--- src/hw/rtl/vpid_pkg.sv ---
// Shared types, constants and the operation sequence of the vehicle PID core.
package vpid_pkg;

  // Field and datapath widths.
  localparam int SPD_W  = 16;
  localparam int DEV_W  = 16;
  localparam int TIME_W = 20;
  localparam int GAIN_W = 16;
  localparam int LIM_W  = 21;
  localparam int OUT_W  = 16;
  localparam int FLT_W  = 2;
  localparam int CIDX_W = 3;
  localparam int CDAT_W = 21;

  localparam int ERR_W  = 32;
  localparam int DD_W   = 38;
  localparam int MA_W   = 39;
  localparam int MB_W   = 21;
  localparam int PROD_W = MA_W + MB_W;
  localparam int ACC_W  = 62;
  localparam int DIV_W  = 52;
  localparam int DVS_W  = 20;
  localparam int QUO_W  = DIV_W + 1;
  localparam int CNT_W  = 6;
  localparam int STEP_W = 6;

  // Division by one million as a shift by 6 and a division by 15625. The
  // shifted magnitude (below 2^44) is divided by a reciprocal multiplication
  // on its top 30 bits, refined once on the remainder and finished by one
  // compare and increment.
  localparam int RQ_SH_IN = 6;
  localparam int RQ_Y_W   = 44;
  localparam int RQ_PRE   = 14;
  localparam int RQ_SH0   = 19;
  localparam int RQ_SH1   = 33;
  localparam int RQ_REM_W = 25;
  localparam int RQ_Q1_W  = 12;
  // Reciprocal is floor(2^33 / 15625).
  localparam logic [DVS_W-1:0] RQ_RECIP = 20'd549755;
  localparam logic [DVS_W-1:0] RQ_DIV   = 20'd15625;

  // Arithmetic constants.
  localparam logic [DVS_W-1:0] US_PER_S    = 20'd1000000;
  localparam logic [OUT_W-1:0] THR_MAX     = 16'd26214;
  localparam logic [OUT_W-1:0] BRK_MAX     = 16'd32768;
  localparam logic [LIM_W-1:0] LIMIT_RESET = 21'd81920;

  // Register indexes of the configuration port.
  localparam logic [CIDX_W-1:0] CFG_SPEED_KP = 3'd0;
  localparam logic [CIDX_W-1:0] CFG_SPEED_KI = 3'd1;
  localparam logic [CIDX_W-1:0] CFG_SPEED_KD = 3'd2;
  localparam logic [CIDX_W-1:0] CFG_STEER_KP = 3'd3;
  localparam logic [CIDX_W-1:0] CFG_STEER_KI = 3'd4;
  localparam logic [CIDX_W-1:0] CFG_STEER_KD = 3'd5;
  localparam logic [CIDX_W-1:0] CFG_LIMIT    = 3'd6;

  // Datapath operations issued by the sequencer.
  typedef enum logic [5:0] {
    OP_NOP, OP_DIV_E, OP_WR_E, OP_MUL_ET, OP_RQ_LOAD, OP_RQ_MUL0, OP_RQ_MULQ0,
    OP_RQ_R0, OP_RQ_MUL1, OP_RQ_MULQ1, OP_RQ_R1, OP_RQ_FIN, OP_WR_SI, OP_CLAMP_SI,
    OP_MUL_DT, OP_WR_HI, OP_SUB_E, OP_MUL_DIFF, OP_DIV_DE, OP_WR_DE,
    OP_SUB_D, OP_DIV_DD, OP_WR_DD, OP_MUL_SKP, OP_MUL_SKI, OP_MUL_SKD,
    OP_ACC_FIRST, OP_ACC_ADD, OP_SCALE_SPD, OP_SPEED_OUT, OP_MUL_TKP,
    OP_MUL_TKI, OP_MUL_TKD, OP_SCALE_STR, OP_STEER_OUT, OP_PUBLISH
  } op_t;

  typedef enum logic [1:0] {ST_IDLE, ST_RUN, ST_WAIT_DIV} state_t;

  typedef struct packed {
    logic load;
    op_t  op;
  } cmd_t;

  typedef struct packed {
    logic div_done;
    logic out_free;
  } status_t;

  // Operation at each step of the per-item program.
  function automatic op_t seq_op(input logic [STEP_W-1:0] step);
    op_t op;
    unique case (step)
      6'd0:  op = OP_DIV_E;
      6'd1:  op = OP_WR_E;
      6'd2:  op = OP_MUL_ET;
      6'd3:  op = OP_RQ_LOAD;
      6'd4:  op = OP_RQ_MUL0;
      6'd5:  op = OP_RQ_MULQ0;
      6'd6:  op = OP_RQ_R0;
      6'd7:  op = OP_RQ_MUL1;
      6'd8:  op = OP_RQ_MULQ1;
      6'd9:  op = OP_RQ_R1;
      6'd10: op = OP_RQ_FIN;
      6'd11: op = OP_WR_SI;
      6'd12: op = OP_CLAMP_SI;
      6'd13: op = OP_MUL_DT;
      6'd14: op = OP_RQ_LOAD;
      6'd15: op = OP_RQ_MUL0;
      6'd16: op = OP_RQ_MULQ0;
      6'd17: op = OP_RQ_R0;
      6'd18: op = OP_RQ_MUL1;
      6'd19: op = OP_RQ_MULQ1;
      6'd20: op = OP_RQ_R1;
      6'd21: op = OP_RQ_FIN;
      6'd22: op = OP_WR_HI;
      6'd23: op = OP_SUB_E;
      6'd24: op = OP_MUL_DIFF;
      6'd25: op = OP_DIV_DE;
      6'd26: op = OP_WR_DE;
      6'd27: op = OP_SUB_D;
      6'd28: op = OP_MUL_DIFF;
      6'd29: op = OP_DIV_DD;
      6'd30: op = OP_WR_DD;
      6'd31: op = OP_MUL_SKP;
      6'd32: op = OP_ACC_FIRST;
      6'd33: op = OP_MUL_SKI;
      6'd34: op = OP_ACC_ADD;
      6'd35: op = OP_MUL_SKD;
      6'd36: op = OP_ACC_ADD;
      6'd37: op = OP_SCALE_SPD;
      6'd38: op = OP_SPEED_OUT;
      6'd39: op = OP_MUL_TKP;
      6'd40: op = OP_ACC_FIRST;
      6'd41: op = OP_MUL_TKI;
      6'd42: op = OP_ACC_ADD;
      6'd43: op = OP_MUL_TKD;
      6'd44: op = OP_ACC_ADD;
      6'd45: op = OP_SCALE_STR;
      6'd46: op = OP_STEER_OUT;
      6'd47: op = OP_PUBLISH;
      default: op = OP_NOP;
    endcase
    return op;
  endfunction

  function automatic logic is_div_op(input op_t op);
    return (op == OP_DIV_E) || (op == OP_DIV_DE) || (op == OP_DIV_DD);
  endfunction

endpackage

--- src/hw/rtl/vpid_div.sv ---
// Restoring divider, one quotient bit per cycle, truncating toward zero.
module vpid_div (
  input  logic                              clk,
  input  logic                              rst_n,
  input  logic                              start,
  input  logic signed [vpid_pkg::PROD_W-1:0] dividend,
  input  logic [vpid_pkg::DVS_W-1:0]        divisor,
  output logic                              done,
  output logic signed [vpid_pkg::QUO_W-1:0] quotient
);
  import vpid_pkg::*;

  logic                    busy_r, busy_nxt;
  logic                    fix_r, fix_nxt;
  logic                    done_r, done_nxt;
  logic [CNT_W-1:0]        cnt_r, cnt_nxt;
  logic [DVS_W-1:0]        rem_r, rem_nxt;
  logic [DVS_W-1:0]        dvs_r, dvs_nxt;
  logic [DIV_W-1:0]        quo_r, quo_nxt;
  logic                    neg_r, neg_nxt;
  logic signed [QUO_W-1:0] q_r, q_nxt;
  logic [PROD_W-1:0]       mag;
  logic [DVS_W:0]          rem_sh;
  logic [DVS_W:0]          trial;

  // Magnitude of the dividend and one trial subtraction.
  always_comb begin
    mag    = dividend[PROD_W-1] ? PROD_W'(-dividend) : PROD_W'(dividend);
    rem_sh = {rem_r, quo_r[DIV_W-1]};
    trial  = rem_sh - {1'b0, dvs_r};
  end

  // Next state of the iteration.
  always_comb begin
    busy_nxt = busy_r;
    fix_nxt  = 1'b0;
    done_nxt = 1'b0;
    cnt_nxt  = cnt_r;
    rem_nxt  = rem_r;
    dvs_nxt  = dvs_r;
    quo_nxt  = quo_r;
    neg_nxt  = neg_r;
    q_nxt    = q_r;
    if (start) begin
      busy_nxt = 1'b1;
      cnt_nxt  = CNT_W'(DIV_W);
      rem_nxt  = '0;
      dvs_nxt  = divisor;
      quo_nxt  = mag[DIV_W-1:0];
      neg_nxt  = dividend[PROD_W-1];
    end else if (busy_r) begin
      if (rem_sh >= {1'b0, dvs_r}) begin
        rem_nxt = trial[DVS_W-1:0];
        quo_nxt = {quo_r[DIV_W-2:0], 1'b1};
      end else begin
        rem_nxt = rem_sh[DVS_W-1:0];
        quo_nxt = {quo_r[DIV_W-2:0], 1'b0};
      end
      cnt_nxt = cnt_r - CNT_W'(1);
      if (cnt_r == CNT_W'(1)) begin
        busy_nxt = 1'b0;
        fix_nxt  = 1'b1;
      end
    end else if (fix_r) begin
      q_nxt    = neg_r ? -$signed({1'b0, quo_r}) : $signed({1'b0, quo_r});
      done_nxt = 1'b1;
    end
  end

  always_ff @(posedge clk) begin
    if (!rst_n) begin
      busy_r <= 1'b0;
      fix_r  <= 1'b0;
      done_r <= 1'b0;
      cnt_r  <= '0;
    end else begin
      busy_r <= busy_nxt;
      fix_r  <= fix_nxt;
      done_r <= done_nxt;
      cnt_r  <= cnt_nxt;
    end
    rem_r <= rem_nxt;
    dvs_r <= dvs_nxt;
    quo_r <= quo_nxt;
    neg_r <= neg_nxt;
    q_r   <= q_nxt;
  end

  assign done     = done_r;
  assign quotient = q_r;

endmodule

--- src/hw/rtl/vpid_ctrl.sv ---
// Sequencer that steps the datapath through the per-item program.
module vpid_ctrl (
  input  logic              clk,
  input  logic              rst_n,
  input  logic              in_valid,
  output logic              in_ready,
  input  vpid_pkg::status_t status,
  output vpid_pkg::cmd_t    cmd
);
  import vpid_pkg::*;

  state_t             state_r, state_nxt;
  logic [STEP_W-1:0]  step_r, step_nxt;
  op_t                cur_op;

  assign cur_op = seq_op(step_r);

  // Next state and commands.
  always_comb begin
    state_nxt = state_r;
    step_nxt  = step_r;
    cmd.load  = 1'b0;
    cmd.op    = OP_NOP;
    in_ready  = 1'b0;
    unique case (state_r)
      ST_IDLE: begin
        in_ready = 1'b1;
        if (in_valid) begin
          cmd.load  = 1'b1;
          step_nxt  = '0;
          state_nxt = ST_RUN;
        end
      end
      ST_RUN: begin
        if (is_div_op(cur_op)) begin
          cmd.op    = cur_op;
          state_nxt = ST_WAIT_DIV;
        end else if (cur_op == OP_PUBLISH) begin
          // Hold the result until the output register is free.
          if (status.out_free) begin
            cmd.op    = cur_op;
            state_nxt = ST_IDLE;
          end
        end else begin
          cmd.op   = cur_op;
          step_nxt = step_r + STEP_W'(1);
        end
      end
      ST_WAIT_DIV: begin
        if (status.div_done) begin
          step_nxt  = step_r + STEP_W'(1);
          state_nxt = ST_RUN;
        end
      end
      default: state_nxt = ST_IDLE;
    endcase
  end

  always_ff @(posedge clk) begin
    if (!rst_n) begin
      state_r <= ST_IDLE;
      step_r  <= '0;
    end else begin
      state_r <= state_nxt;
      step_r  <= step_nxt;
    end
  end

endmodule

--- src/hw/rtl/vpid_dp.sv ---
// Datapath: configuration, controller state, shared multiplier and output register.
module vpid_dp (
  input  logic                                clk,
  input  logic                                rst_n,
  input  vpid_pkg::cmd_t                      cmd,
  output vpid_pkg::status_t                   status,
  input  logic [vpid_pkg::SPD_W-1:0]          in_measured_speed,
  input  logic [vpid_pkg::SPD_W-1:0]          in_target_speed,
  input  logic signed [vpid_pkg::DEV_W-1:0]   in_heading_deviation,
  input  logic [vpid_pkg::TIME_W-1:0]         in_elapsed_time,
  input  logic                                cfg_valid,
  output logic                                cfg_ready,
  input  logic [vpid_pkg::CIDX_W-1:0]         cfg_index,
  input  logic [vpid_pkg::CDAT_W-1:0]         cfg_wdata,
  output logic                                out_valid,
  input  logic                                out_ready,
  output logic [vpid_pkg::OUT_W-1:0]          out_throttle,
  output logic [vpid_pkg::OUT_W-1:0]          out_brake,
  output logic signed [vpid_pkg::OUT_W-1:0]   out_steer,
  output logic [vpid_pkg::FLT_W-1:0]          out_divide_fault
);
  import vpid_pkg::*;

  // Configuration registers.
  logic signed [GAIN_W-1:0] skp_r, ski_r, skd_r, tkp_r, tki_r, tkd_r;
  logic [LIM_W-1:0]         lim_r;

  // Item and controller state.
  logic [SPD_W-1:0]         meas_r, targ_r;
  logic signed [DEV_W-1:0]  dev_r, ldev_r;
  logic [TIME_W-1:0]        t_r;
  logic [FLT_W-1:0]         fault_r;
  logic signed [ERR_W-1:0]  e_r, lse_r, sint_r, hint_r, de_r;
  logic signed [DD_W-1:0]   dd_r;
  logic signed [MA_W-1:0]   diff_r;
  logic signed [PROD_W-1:0] prod_r;
  logic signed [ACC_W-1:0]  acc_r;
  logic [OUT_W-1:0]         thr_r, brk_r;
  logic signed [OUT_W-1:0]  str_r;

  // Division by one million.
  logic [RQ_Y_W-1:0]        rq_y_r;
  logic                     rq_neg_r;
  logic [ERR_W-1:0]         rq_q_r;
  logic [RQ_REM_W-1:0]      rq_rem_r;
  logic signed [ERR_W-1:0]  dq_r;
  logic [PROD_W-1:0]        prod_mag;
  logic                     rq_carry;

  // Output register.
  logic                     ov_r;
  logic [OUT_W-1:0]         othr_r, obrk_r;
  logic signed [OUT_W-1:0]  ostr_r;
  logic [FLT_W-1:0]         oflt_r;

  logic                     targ0, t0;
  logic signed [MA_W-1:0]   mul_a;
  logic signed [MB_W-1:0]   mul_b;
  logic                     div_start, div_done;
  logic signed [PROD_W-1:0] div_a;
  logic [DVS_W-1:0]         div_b;
  logic signed [QUO_W-1:0]  quo;
  logic signed [SPD_W:0]    sdiff;
  logic signed [ERR_W:0]    hsum;
  logic signed [ERR_W-1:0]  lim_pos, lim_neg;
  logic signed [ACC_W-1:0]  acc_neg;

  localparam logic signed [ERR_W:0]   I32_MAX = (ERR_W+1)'(33'sh0_7FFF_FFFF);
  localparam logic signed [ERR_W:0]   I32_MIN = -(ERR_W+1)'(33'sh0_8000_0000);
  localparam logic signed [QUO_W-1:0] Q32_MAX = QUO_W'(I32_MAX);
  localparam logic signed [QUO_W-1:0] Q32_MIN = QUO_W'(I32_MIN);
  localparam logic signed [ACC_W-1:0] A_THR   = ACC_W'(THR_MAX);
  localparam logic signed [ACC_W-1:0] A_BRK   = ACC_W'(BRK_MAX);
  localparam logic signed [ACC_W-1:0] A_S_MAX = ACC_W'(32767);
  localparam logic signed [ACC_W-1:0] A_S_MIN = -ACC_W'(32768);

  assign targ0     = fault_r[0];
  assign t0        = fault_r[1];
  assign cfg_ready = 1'b1;
  assign lim_pos   = $signed({{(ERR_W-LIM_W){1'b0}}, lim_r});
  assign lim_neg   = -lim_pos;
  assign acc_neg   = -acc_r;
  assign hsum      = ERR_W'(hint_r) + (ERR_W+1)'(dq_r);
  assign prod_mag  = prod_r[PROD_W-1] ? PROD_W'(-prod_r) : PROD_W'(prod_r);
  assign rq_carry  = rq_rem_r >= RQ_REM_W'(RQ_DIV);

  // Operand selection for the shared multiplier and the divider.
  always_comb begin
    mul_a = '0;
    mul_b = '0;
    unique case (cmd.op)
      OP_MUL_ET:   begin mul_a = MA_W'(e_r);    mul_b = $signed({1'b0, t_r}); end
      OP_MUL_DT:   begin mul_a = MA_W'(dev_r);  mul_b = $signed({1'b0, t_r}); end
      OP_MUL_DIFF: begin mul_a = diff_r;        mul_b = $signed({1'b0, US_PER_S}); end
      OP_MUL_SKP:  begin mul_a = MA_W'(e_r);    mul_b = MB_W'(skp_r); end
      OP_MUL_SKI:  begin mul_a = MA_W'(sint_r); mul_b = MB_W'(ski_r); end
      OP_MUL_SKD:  begin mul_a = MA_W'(de_r);   mul_b = MB_W'(skd_r); end
      OP_MUL_TKP:  begin mul_a = MA_W'(dev_r);  mul_b = MB_W'(tkp_r); end
      OP_MUL_TKI:  begin mul_a = MA_W'(hint_r); mul_b = MB_W'(tki_r); end
      OP_MUL_TKD:  begin mul_a = MA_W'(dd_r);   mul_b = MB_W'(tkd_r); end
      OP_RQ_MUL0: begin
        mul_a = $signed({{(MA_W-RQ_Y_W+RQ_PRE){1'b0}}, rq_y_r[RQ_Y_W-1:RQ_PRE]});
        mul_b = $signed({1'b0, RQ_RECIP});
      end
      OP_RQ_MULQ0: begin
        mul_a = $signed({{(MA_W-ERR_W){1'b0}}, prod_r[RQ_SH0+ERR_W-1:RQ_SH0]});
        mul_b = $signed({1'b0, RQ_DIV});
      end
      OP_RQ_MUL1: begin
        mul_a = $signed({{(MA_W-RQ_REM_W){1'b0}}, rq_rem_r});
        mul_b = $signed({1'b0, RQ_RECIP});
      end
      OP_RQ_MULQ1: begin
        mul_a = $signed({{(MA_W-RQ_Q1_W){1'b0}}, prod_r[RQ_SH1+RQ_Q1_W-1:RQ_SH1]});
        mul_b = $signed({1'b0, RQ_DIV});
      end
      default: ;
    endcase
    sdiff     = $signed({1'b0, meas_r}) - $signed({1'b0, targ_r});
    div_start = is_div_op(cmd.op);
    div_a     = prod_r;
    div_b     = t_r;
    unique case (cmd.op)
      OP_DIV_E: begin div_a = PROD_W'($signed({sdiff, 14'b0})); div_b = DVS_W'(targ_r); end
      default: ;
    endcase
  end

  vpid_div u_div (
    .clk      (clk),
    .rst_n    (rst_n),
    .start    (div_start),
    .dividend (div_a),
    .divisor  (div_b),
    .done     (div_done),
    .quotient (quo)
  );

  assign status.div_done = div_done;
  assign status.out_free = !ov_r || out_ready;

  // Configuration writes.
  always_ff @(posedge clk) begin
    if (!rst_n) begin
      skp_r <= '0; ski_r <= '0; skd_r <= '0;
      tkp_r <= '0; tki_r <= '0; tkd_r <= '0;
      lim_r <= LIMIT_RESET;
    end else if (cfg_valid) begin
      unique case (cfg_index)
        CFG_SPEED_KP: skp_r <= $signed(cfg_wdata[GAIN_W-1:0]);
        CFG_SPEED_KI: ski_r <= $signed(cfg_wdata[GAIN_W-1:0]);
        CFG_SPEED_KD: skd_r <= $signed(cfg_wdata[GAIN_W-1:0]);
        CFG_STEER_KP: tkp_r <= $signed(cfg_wdata[GAIN_W-1:0]);
        CFG_STEER_KI: tki_r <= $signed(cfg_wdata[GAIN_W-1:0]);
        CFG_STEER_KD: tkd_r <= $signed(cfg_wdata[GAIN_W-1:0]);
        CFG_LIMIT:    lim_r <= cfg_wdata[LIM_W-1:0];
        default: ;
      endcase
    end
  end

  // Controller state carried between items.
  always_ff @(posedge clk) begin
    if (!rst_n) begin
      lse_r  <= '0;
      sint_r <= '0;
      ldev_r <= '0;
      hint_r <= '0;
    end else begin
      unique case (cmd.op)
        OP_WR_SI:    if (!t0) sint_r <= sint_r + dq_r;
        OP_CLAMP_SI: begin
          if (sint_r > lim_pos) sint_r <= lim_pos;
          else if (sint_r < lim_neg) sint_r <= lim_neg;
        end
        OP_WR_HI: begin
          if (!t0) begin
            if (hsum > I32_MAX) hint_r <= ERR_W'(I32_MAX);
            else if (hsum < I32_MIN) hint_r <= ERR_W'(I32_MIN);
            else hint_r <= ERR_W'(hsum);
          end
        end
        OP_PUBLISH: begin
          lse_r  <= e_r;
          ldev_r <= dev_r;
        end
        default: ;
      endcase
    end
  end

  // Per-item working registers.
  always_ff @(posedge clk) begin
    if (cmd.load) begin
      meas_r  <= in_measured_speed;
      targ_r  <= in_target_speed;
      dev_r   <= in_heading_deviation;
      t_r     <= in_elapsed_time;
      fault_r <= {in_elapsed_time == '0, in_target_speed == '0};
    end
    unique case (cmd.op)
      OP_MUL_ET, OP_MUL_DT, OP_MUL_DIFF, OP_MUL_SKP, OP_MUL_SKI, OP_MUL_SKD,
      OP_MUL_TKP, OP_MUL_TKI, OP_MUL_TKD, OP_RQ_MUL0, OP_RQ_MUL1:
        prod_r <= mul_a * mul_b;
      // Take the magnitude of the product, already divided by 64.
      OP_RQ_LOAD: begin
        rq_y_r   <= prod_mag[RQ_Y_W+RQ_SH_IN-1:RQ_SH_IN];
        rq_neg_r <= prod_r[PROD_W-1];
      end
      // First quotient estimate, and its multiple of 15625.
      OP_RQ_MULQ0: begin
        prod_r <= mul_a * mul_b;
        rq_q_r <= prod_r[RQ_SH0+ERR_W-1:RQ_SH0];
      end
      // The remainder fits in its low bits, so a narrow subtraction is exact.
      OP_RQ_R0: rq_rem_r <= rq_y_r[RQ_REM_W-1:0] - prod_r[RQ_REM_W-1:0];
      // Second estimate on the remainder.
      OP_RQ_MULQ1: begin
        prod_r <= mul_a * mul_b;
        rq_q_r <= rq_q_r + ERR_W'(prod_r[RQ_SH1+RQ_Q1_W-1:RQ_SH1]);
      end
      OP_RQ_R1: rq_rem_r <= rq_rem_r - prod_r[RQ_REM_W-1:0];
      // Last correction step and the sign, as one add: -(q + c) = ~q + !c.
      OP_RQ_FIN: begin
        if (rq_neg_r) dq_r <= $signed(~rq_q_r + ERR_W'(!rq_carry));
        else dq_r <= $signed(rq_q_r + ERR_W'(rq_carry));
      end
      OP_WR_E:   e_r <= targ0 ? '0 : ERR_W'(quo);
      OP_SUB_E:  diff_r <= MA_W'(e_r) - MA_W'(lse_r);
      OP_SUB_D:  diff_r <= MA_W'(dev_r) - MA_W'(ldev_r);
      OP_WR_DE: begin
        if (t0) de_r <= '0;
        else if (quo > Q32_MAX) de_r <= ERR_W'(Q32_MAX);
        else if (quo < Q32_MIN) de_r <= ERR_W'(Q32_MIN);
        else de_r <= ERR_W'(quo);
      end
      OP_WR_DD:     dd_r  <= t0 ? '0 : DD_W'(quo);
      OP_ACC_FIRST: acc_r <= ACC_W'(prod_r);
      OP_ACC_ADD:   acc_r <= acc_r + ACC_W'(prod_r);
      // Divide by 2^7 or 2^6, truncating toward zero.
      OP_SCALE_SPD: acc_r <= (acc_r + (acc_r[ACC_W-1] ? ACC_W'(127) : ACC_W'(0))) >>> 7;
      OP_SCALE_STR: acc_r <= (acc_r + (acc_r[ACC_W-1] ? ACC_W'(63) : ACC_W'(0))) >>> 6;
      OP_SPEED_OUT: begin
        if (acc_r[ACC_W-1]) begin
          thr_r <= (acc_neg > A_THR) ? THR_MAX : acc_neg[OUT_W-1:0];
          brk_r <= '0;
        end else begin
          thr_r <= '0;
          brk_r <= (acc_r > A_BRK) ? BRK_MAX : acc_r[OUT_W-1:0];
        end
      end
      OP_STEER_OUT: begin
        if (acc_r > A_S_MAX) str_r <= 16'sh7FFF;
        else if (acc_r < A_S_MIN) str_r <= -16'sh8000;
        else str_r <= acc_r[OUT_W-1:0];
      end
      default: ;
    endcase
  end

  // Output register; a finished result waits here for its transfer.
  always_ff @(posedge clk) begin
    if (!rst_n) begin
      ov_r <= 1'b0;
    end else if (cmd.op == OP_PUBLISH) begin
      ov_r <= 1'b1;
    end else if (out_ready) begin
      ov_r <= 1'b0;
    end
    if (cmd.op == OP_PUBLISH) begin
      othr_r <= thr_r;
      obrk_r <= brk_r;
      ostr_r <= str_r;
      oflt_r <= fault_r;
    end
  end

  assign out_valid        = ov_r;
  assign out_throttle     = othr_r;
  assign out_brake        = obrk_r;
  assign out_steer        = ostr_r;
  assign out_divide_fault = oflt_r;

endmodule

--- src/hw/rtl/vehicle_pid_throttle_brake_steer_core.sv ---
// Longitudinal and lateral PID core: top level joining sequencer and datapath.
// An item runs three serial divisions on the shared divider and the datapath steps
// between them; its result then waits in the output register for its transfer.
// A new item is taken only when the previous one has been published; it may be
// taken while that result still waits in the output register.
// Reset (synchronous, active low) clears gains to zero, the integral limit to 5.0,
// and the last errors and both integrals to zero.
module vehicle_pid_throttle_brake_steer_core (
  input  logic                               clk,
  input  logic                               rst_n,
  input  logic                               in_valid,
  output logic                               in_ready,
  input  logic [vpid_pkg::SPD_W-1:0]         in_measured_speed,
  input  logic [vpid_pkg::SPD_W-1:0]         in_target_speed,
  input  logic signed [vpid_pkg::DEV_W-1:0]  in_heading_deviation,
  input  logic [vpid_pkg::TIME_W-1:0]        in_elapsed_time,
  output logic                               out_valid,
  input  logic                               out_ready,
  output logic [vpid_pkg::OUT_W-1:0]         out_throttle,
  output logic [vpid_pkg::OUT_W-1:0]         out_brake,
  output logic signed [vpid_pkg::OUT_W-1:0]  out_steer,
  output logic [vpid_pkg::FLT_W-1:0]         out_divide_fault,
  input  logic                               cfg_valid,
  output logic                               cfg_ready,
  input  logic [vpid_pkg::CIDX_W-1:0]        cfg_index,
  input  logic [vpid_pkg::CDAT_W-1:0]        cfg_wdata
);
  import vpid_pkg::*;

  cmd_t    cmd;
  status_t status;

  vpid_ctrl u_ctrl (
    .clk      (clk),
    .rst_n    (rst_n),
    .in_valid (in_valid),
    .in_ready (in_ready),
    .status   (status),
    .cmd      (cmd)
  );

  vpid_dp u_dp (
    .clk                  (clk),
    .rst_n                (rst_n),
    .cmd                  (cmd),
    .status               (status),
    .in_measured_speed    (in_measured_speed),
    .in_target_speed      (in_target_speed),
    .in_heading_deviation (in_heading_deviation),
    .in_elapsed_time      (in_elapsed_time),
    .cfg_valid            (cfg_valid),
    .cfg_ready            (cfg_ready),
    .cfg_index            (cfg_index),
    .cfg_wdata            (cfg_wdata),
    .out_valid            (out_valid),
    .out_ready            (out_ready),
    .out_throttle         (out_throttle),
    .out_brake            (out_brake),
    .out_steer            (out_steer),
    .out_divide_fault     (out_divide_fault)
  );

endmodule
--- config.mk ---
export PLATFORM = sky130hd
export DESIGN_NAME = vehicle_pid_throttle_brake_steer_core
export DESIGN_NICKNAME = d
export VERILOG_FILES = /design/src/hw/rtl/vpid_pkg.sv /design/src/hw/rtl/vpid_div.sv /design/src/hw/rtl/vpid_ctrl.sv /design/src/hw/rtl/vpid_dp.sv /design/src/hw/rtl/vehicle_pid_throttle_brake_steer_core.sv
export SDC_FILE = /design/constraint.sdc
export NUM_CORES = 2
export LEC_CHECK = 0
export BUFFER_PORTS_ARGS = -buffer_cell sky130_fd_sc_hd__buf_2
export CAP_MARGIN = 40
export CELL_PAD_IN_SITES_DETAIL_PLACEMENT = 1
export CELL_PAD_IN_SITES_GLOBAL_PLACEMENT = 2
export CORE_UTILIZATION = 42
export DETAILED_ROUTE_END_ITERATION = 10
export HOLD_SLACK_MARGIN = 0.1
export PLACE_DENSITY_LB_ADDON = 0.1
export SLEW_MARGIN = 40
export SYNTH_ARGS = -nofsm -noshare
export SYNTH_HDL_FRONTEND = slang
export SYNTH_SLANG_ARGS = --single-unit
--- constraint.sdc ---
create_clock -name clk -period 15.37 [get_ports clk]
set_input_delay 3.074 -clock clk [delete_from_list [all_inputs] [get_ports clk]]
set_output_delay 3.074 -clock clk [all_outputs]
set_load 0.01 [all_outputs]
==> flow_results.org <==
** Global route
- The initial antenna violation count is 22.
- The first global-routing pass estimated 551000 um of wire.
- Entering global routing, the biggest net connects 80 pins.
- Aggregate global routing overflow :: 0
- Overall Global Routing Usage :: 35.5%
- The via count of the first global-routing pass came to 80100.

** STA
- Pins Over Slew Limit :: 0
- After layout, the worst path uses 87.8% of the clock period.
- On the final layout, the worst hold slack is 0.412 ns.
- In the post-route analysis, the smallest setup slack over all paths is about 1.9 ns.
- Final Critical Period :: 13.50 ns
- Number of setup violations in the final report :: 0
- Across the routed clock network, the largest skew measured is 0.0883 ns.
- At the pin with the least slew margin, the transition time is 0.937 ns.
- Setup repair after global routing left no endpoint under its margin.
- For the final routed database, the setup TNS stands at 0 ns.
- The number of failing hold endpoints at the final stage was 0.
- For this run, the top clock speed supported by timing is 74.1 MHz.
- Headroom to the max-slew limit :: a little under two fifths

** Place
- The wire-length estimate of the detail-placed layout is 295000 um.
- Placed Area :: 0.0934 mm^2
- Port buffering added 148 buffers.
- Placer congestion estimate :: ~0.97
- Post-placement worst setup slack :: 1.39 ns

** Setup path
- STA puts the critical path data arrival time at 14.01 ns.
- Kind of critical path :: in -> reg
- In this run the worst path has a maximum fanout of 17.
- CP max-delay cell :: nor2_2
- Slowest stage delay, CP :: 0.77 ns
- Startpoint Class :: input port
- Most common cell on crit path :: fa_1
- STA classifies the critical path endpoint as a flop.
- WP data required :: about 16 ns

** Pwr
- In this run, the combinational gates consume 27.8% of the power.
- Internal power comes to about 5.6 mW.
- Sequential cells account for 38.9% of the total power.
- In this run the power spent charging and discharging nets is 3.20 mW.
- Net switching is 36.4% of the power.
- Clock network fraction of design power :: 33.3%
- IR analysis of the VDD net gives a maximum drop of 0.114 mV.
- Overall power consumption after layout is estimated at 8.80 mW.
- The analysis attributes to cell leakage a power of 40.9 nW.
- Dividing total power by cell area gives a power density of 90.3 mW/mm^2.

** Clock tree
- CTS H-tree lvls :: 3
- Post-cts gate resize count :: 0
- Counting every sink on the clock net gives 958.
- Once the clock tree was built, the setup fixing pass inserted 0 buffers.
- After clock tree synthesis, the clock-pin slew on the worst setup and hold paths is ~0.060 ns.
- Clock buffer count from CTS :: 119
- TritonCTS built the clock tree.
- After clock tree synthesis, the flow added hold-fix buffers numbering 0.
- For the worst-skew pair, the clock arrives at the later sink with an insertion delay of 0.83 ns.
- Maximum clock insertion buffer count :: 3
- Root cell of the clock tree :: clkbuf_16

** Yosys
- Summed over its instances, the top area cell type makes up around 23% of the synthesized netlist area.
- After synthesis the cells add up to 0.0885 mm^2.
- For this run, the number of Yosys warnings is 0.
- Synth area leader :: edfxtp_1
- Post-synth EDFFs :: 685
- The average instance in the mapped netlist occupies 8.90 um^2.
- The synthesized design contains ~960 register bits.
- Number of distinct library cells after synthesis :: 89
- Ys async rst share :: 0%
- Synthesized instance count :: 9943
- Seq/Total Area, Yosys :: between 20% and 30%
- For this run, the leading register cell type out of synthesis is edfxtp_1.
- Synth top area cells :: edfxtp_1 (23%), fa_1 (18%), ha_1 (6.6%), dfxtp_1 (6.2%), nand2_1 (6.0%)
- Counting every net in the synthesized netlist gives 11300.

** Die
- Die Wd :: 461 um
- The die is roughly 460 um tall.
- Initial core utilization :: 42.2%
- Die outline area :: 0.213 mm^2
- Standard-cell rows :: ~170
- Ports :: 150
- The total area inside the core boundary comes to 0.210 mm^2.

** Detailed routing
- Number of remaining DRC errors :: 2
- Antenna-violating nets left :: 0
- Wire length on met1 :: 154000 um
- Uppermost routed layer :: met5
- Initial DRC count :: 7048
- In the detailed route, the total length drawn on met3 is 28000 um.
- Final routed wire length divided by cell count :: 29.4 um
- Summed over all layers, the routed wires come to 378000 um.
- In the routed layout, each cell is associated on average with a via count of 6.01.
- The final route contains just under 80000 vias.
- For this run, the detailed router's first-pass iteration total came to 9.
- After detailed routing, the met2 layer carries 172000 um of wire.

** Run status
- Run status :: finished with violations
- The checks that failed: design-rule violations.

** Min path
- Hold Crit Class :: reg -> reg

** Layout
- At the end of the flow, the number of nets in the layout was about 11000.
- Cells with a size suffix above 1 make up just under 8% of the layout.
- Final Cell Area :: between 0.09 and 0.1 mm^2
- Relative to the synthesized area, the layout overhead comes to 10.1%.

** Flow run
- The tool flagged a number of max-cap violations equal to 0.
-- cells by family after synthesis --
| group | count (synthesis) | share of synthesized area (%) |
|---|---|---|
| adder cells (fa/ha/maj) | 1267 | 24.7 |
| buffers and inverters | 1712 | 7.27 |
| multiplexers | 63 | 0.768 |
| AND/OR/NAND/NOR | 3208 | 16.7 |
| AO/OA/AOI/OAI | 2162 | 15.5 |
| flip-flops | 958 | 29.4 |
| other | 2 | 0.00849 |
| XOR/XNOR | 571 | 5.65 |
-- cell type report --
type / instances / area, um^2
fillers: 24200 / 112000
flip-flops and latches: 958 / 26000
clock buffers: 166 / 3330
clock inverters: 59 / 681
inverters: 1182 / 4450
repair buffers: 420 / 2840
well taps: 2805 / 3510
multi-input cells: 7273 / 56600
diodes: 9 / 22.5
-- layout by cell type, fill, tap and decap left out, types with 32 or more instances in the layout --
master | synthesis | routed
and2_1 | 124 | 121
or3_1 | 59 | 59
nor2_1 | 617 | 598
nor4_1 | 91 | 87
o21bai_1 | 40 | 39
edfxtp_1 | 685 | 685
o21ai_0 | 466 | 463
nor2b_1 | 130 | 129
a22oi_1 | 93 | 93
ha_1 | 470 | 470
xor2_1 | 193 | 193
buf_2 | 0 | 153
clkbuf_1 | 495 | 32
xnor2_1 | 378 | 378
mux2i_1 | 33 | 33
fa_1 | 797 | 797
buf_4 | 1 | 259
a21oi_1 | 697 | 685
o21a_1 | 68 | 68
clkbuf_16 | 0 | 122
o211ai_1 | 50 | 50
nor3_1 | 186 | 174
nand2b_1 | 66 | 64
a21o_1 | 181 | 178
o31ai_1 | 55 | 55
inv_1 | 1180 | 1176
dfxtp_1 | 273 | 272
a211oi_1 | 77 | 66
a31oi_1 | 57 | 57
or4_1 | 32 | 32
nand2_1 | 1423 | 1421
and3_1 | 57 | 55
a222oi_1 | 44 | 44
nand4_1 | 119 | 119
nand3_1 | 181 | 174
-- cell usage after synthesis, drive strengths merged, types with 29 or more instances --
cell	number
nor2	617
a221oi	32
a211o	36
a21o	181
or2	31
nand4	119
edfxtp	685
o31ai	56
a21oi	697
or4	38
fa	797
a22oi	93
nand2	1423
a222oi	44
o21bai	40
buf	35
o21ai	470
mux2i	33
mux2	29
o211ai	50
o22ai	30
nor3	186
and3	57
nand3	181
a31oi	57
ha	470
a211oi	77
xor2	193
dfxtp	273
inv	1180
or3	63
nand2b	67
xnor2	378
and2	126
nor2b	130
o21a	68
clkbuf	495
nor4	92
-- through the flow --
step / cells / util, %
6_report: 12900 / 46.5
5_1_grt: 12900 / 46.5
4_1_cts: 12900 / 46.5
3_5_place_dp: 12600 / 44.6
3_3_place_gp: 12600 / 44.4
2_1_floorplan: 9943 / -
-- critical path: cells and delay by family --
family	cells	cell delay (ns)
compound gates	11	2.67
xor+xnor	1	0.43
fa+ha+maj	8	4.08
buf+inv	8	0.93
simple gates	8	2.76
-- registers in the layout (all words and copies together) (netlist names), 33 cells and up --
register,count
u_dp.prod_r,60
u_dp.rq_y_r,44
u_dp.diff_r,33
u_dp.u_div.quotient,53
u_dp.dd_r,38
u_dp.acc_r,62
u_dp.u_div.quo_r,52
-- final timing paths --
check                               start                         endpoint  slack (ns)  cells after the start
max                             out_ready        u_dp.prod_r[44]$_DFFE_PP_        1.87                     36
min          u_dp.thr_r[15]$_SDFFCE_PP0N_  u_dp.out_throttle[15]$_DFFE_PP_        0.41                      0
max reg2reg      u_ctrl.cur_op[2]$_DFF_P_        u_dp.prod_r[44]$_DFFE_PP_        3.04                     36
min reg2reg  u_dp.thr_r[15]$_SDFFCE_PP0N_  u_dp.out_throttle[15]$_DFFE_PP_        0.41                      0
-- power by group through the flow --
stage,sequential (mW),combinational [mW],clock [mW]
6_report,3.43,2.44,2.93
3_5_place_dp,3.47,2.40,0
5_1_grt,3.43,2.65,3.05
3_3_place_gp,3.46,2.33,0
2_1_floorplan,3.30,1.60,0
4_1_cts,3.41,2.41,2.97
-- per-layer routing --
layer | vias to the layer above | GRT usage (%)
li1 | 33900 | -
met1 | 39700 | 45.5
met2 | 2979 | 56.2
met3 | 757 | 6.51
met4 | 12 | 19.9
met5 | - | 0
Note: power is estimated with default switching activity, not from simulation.
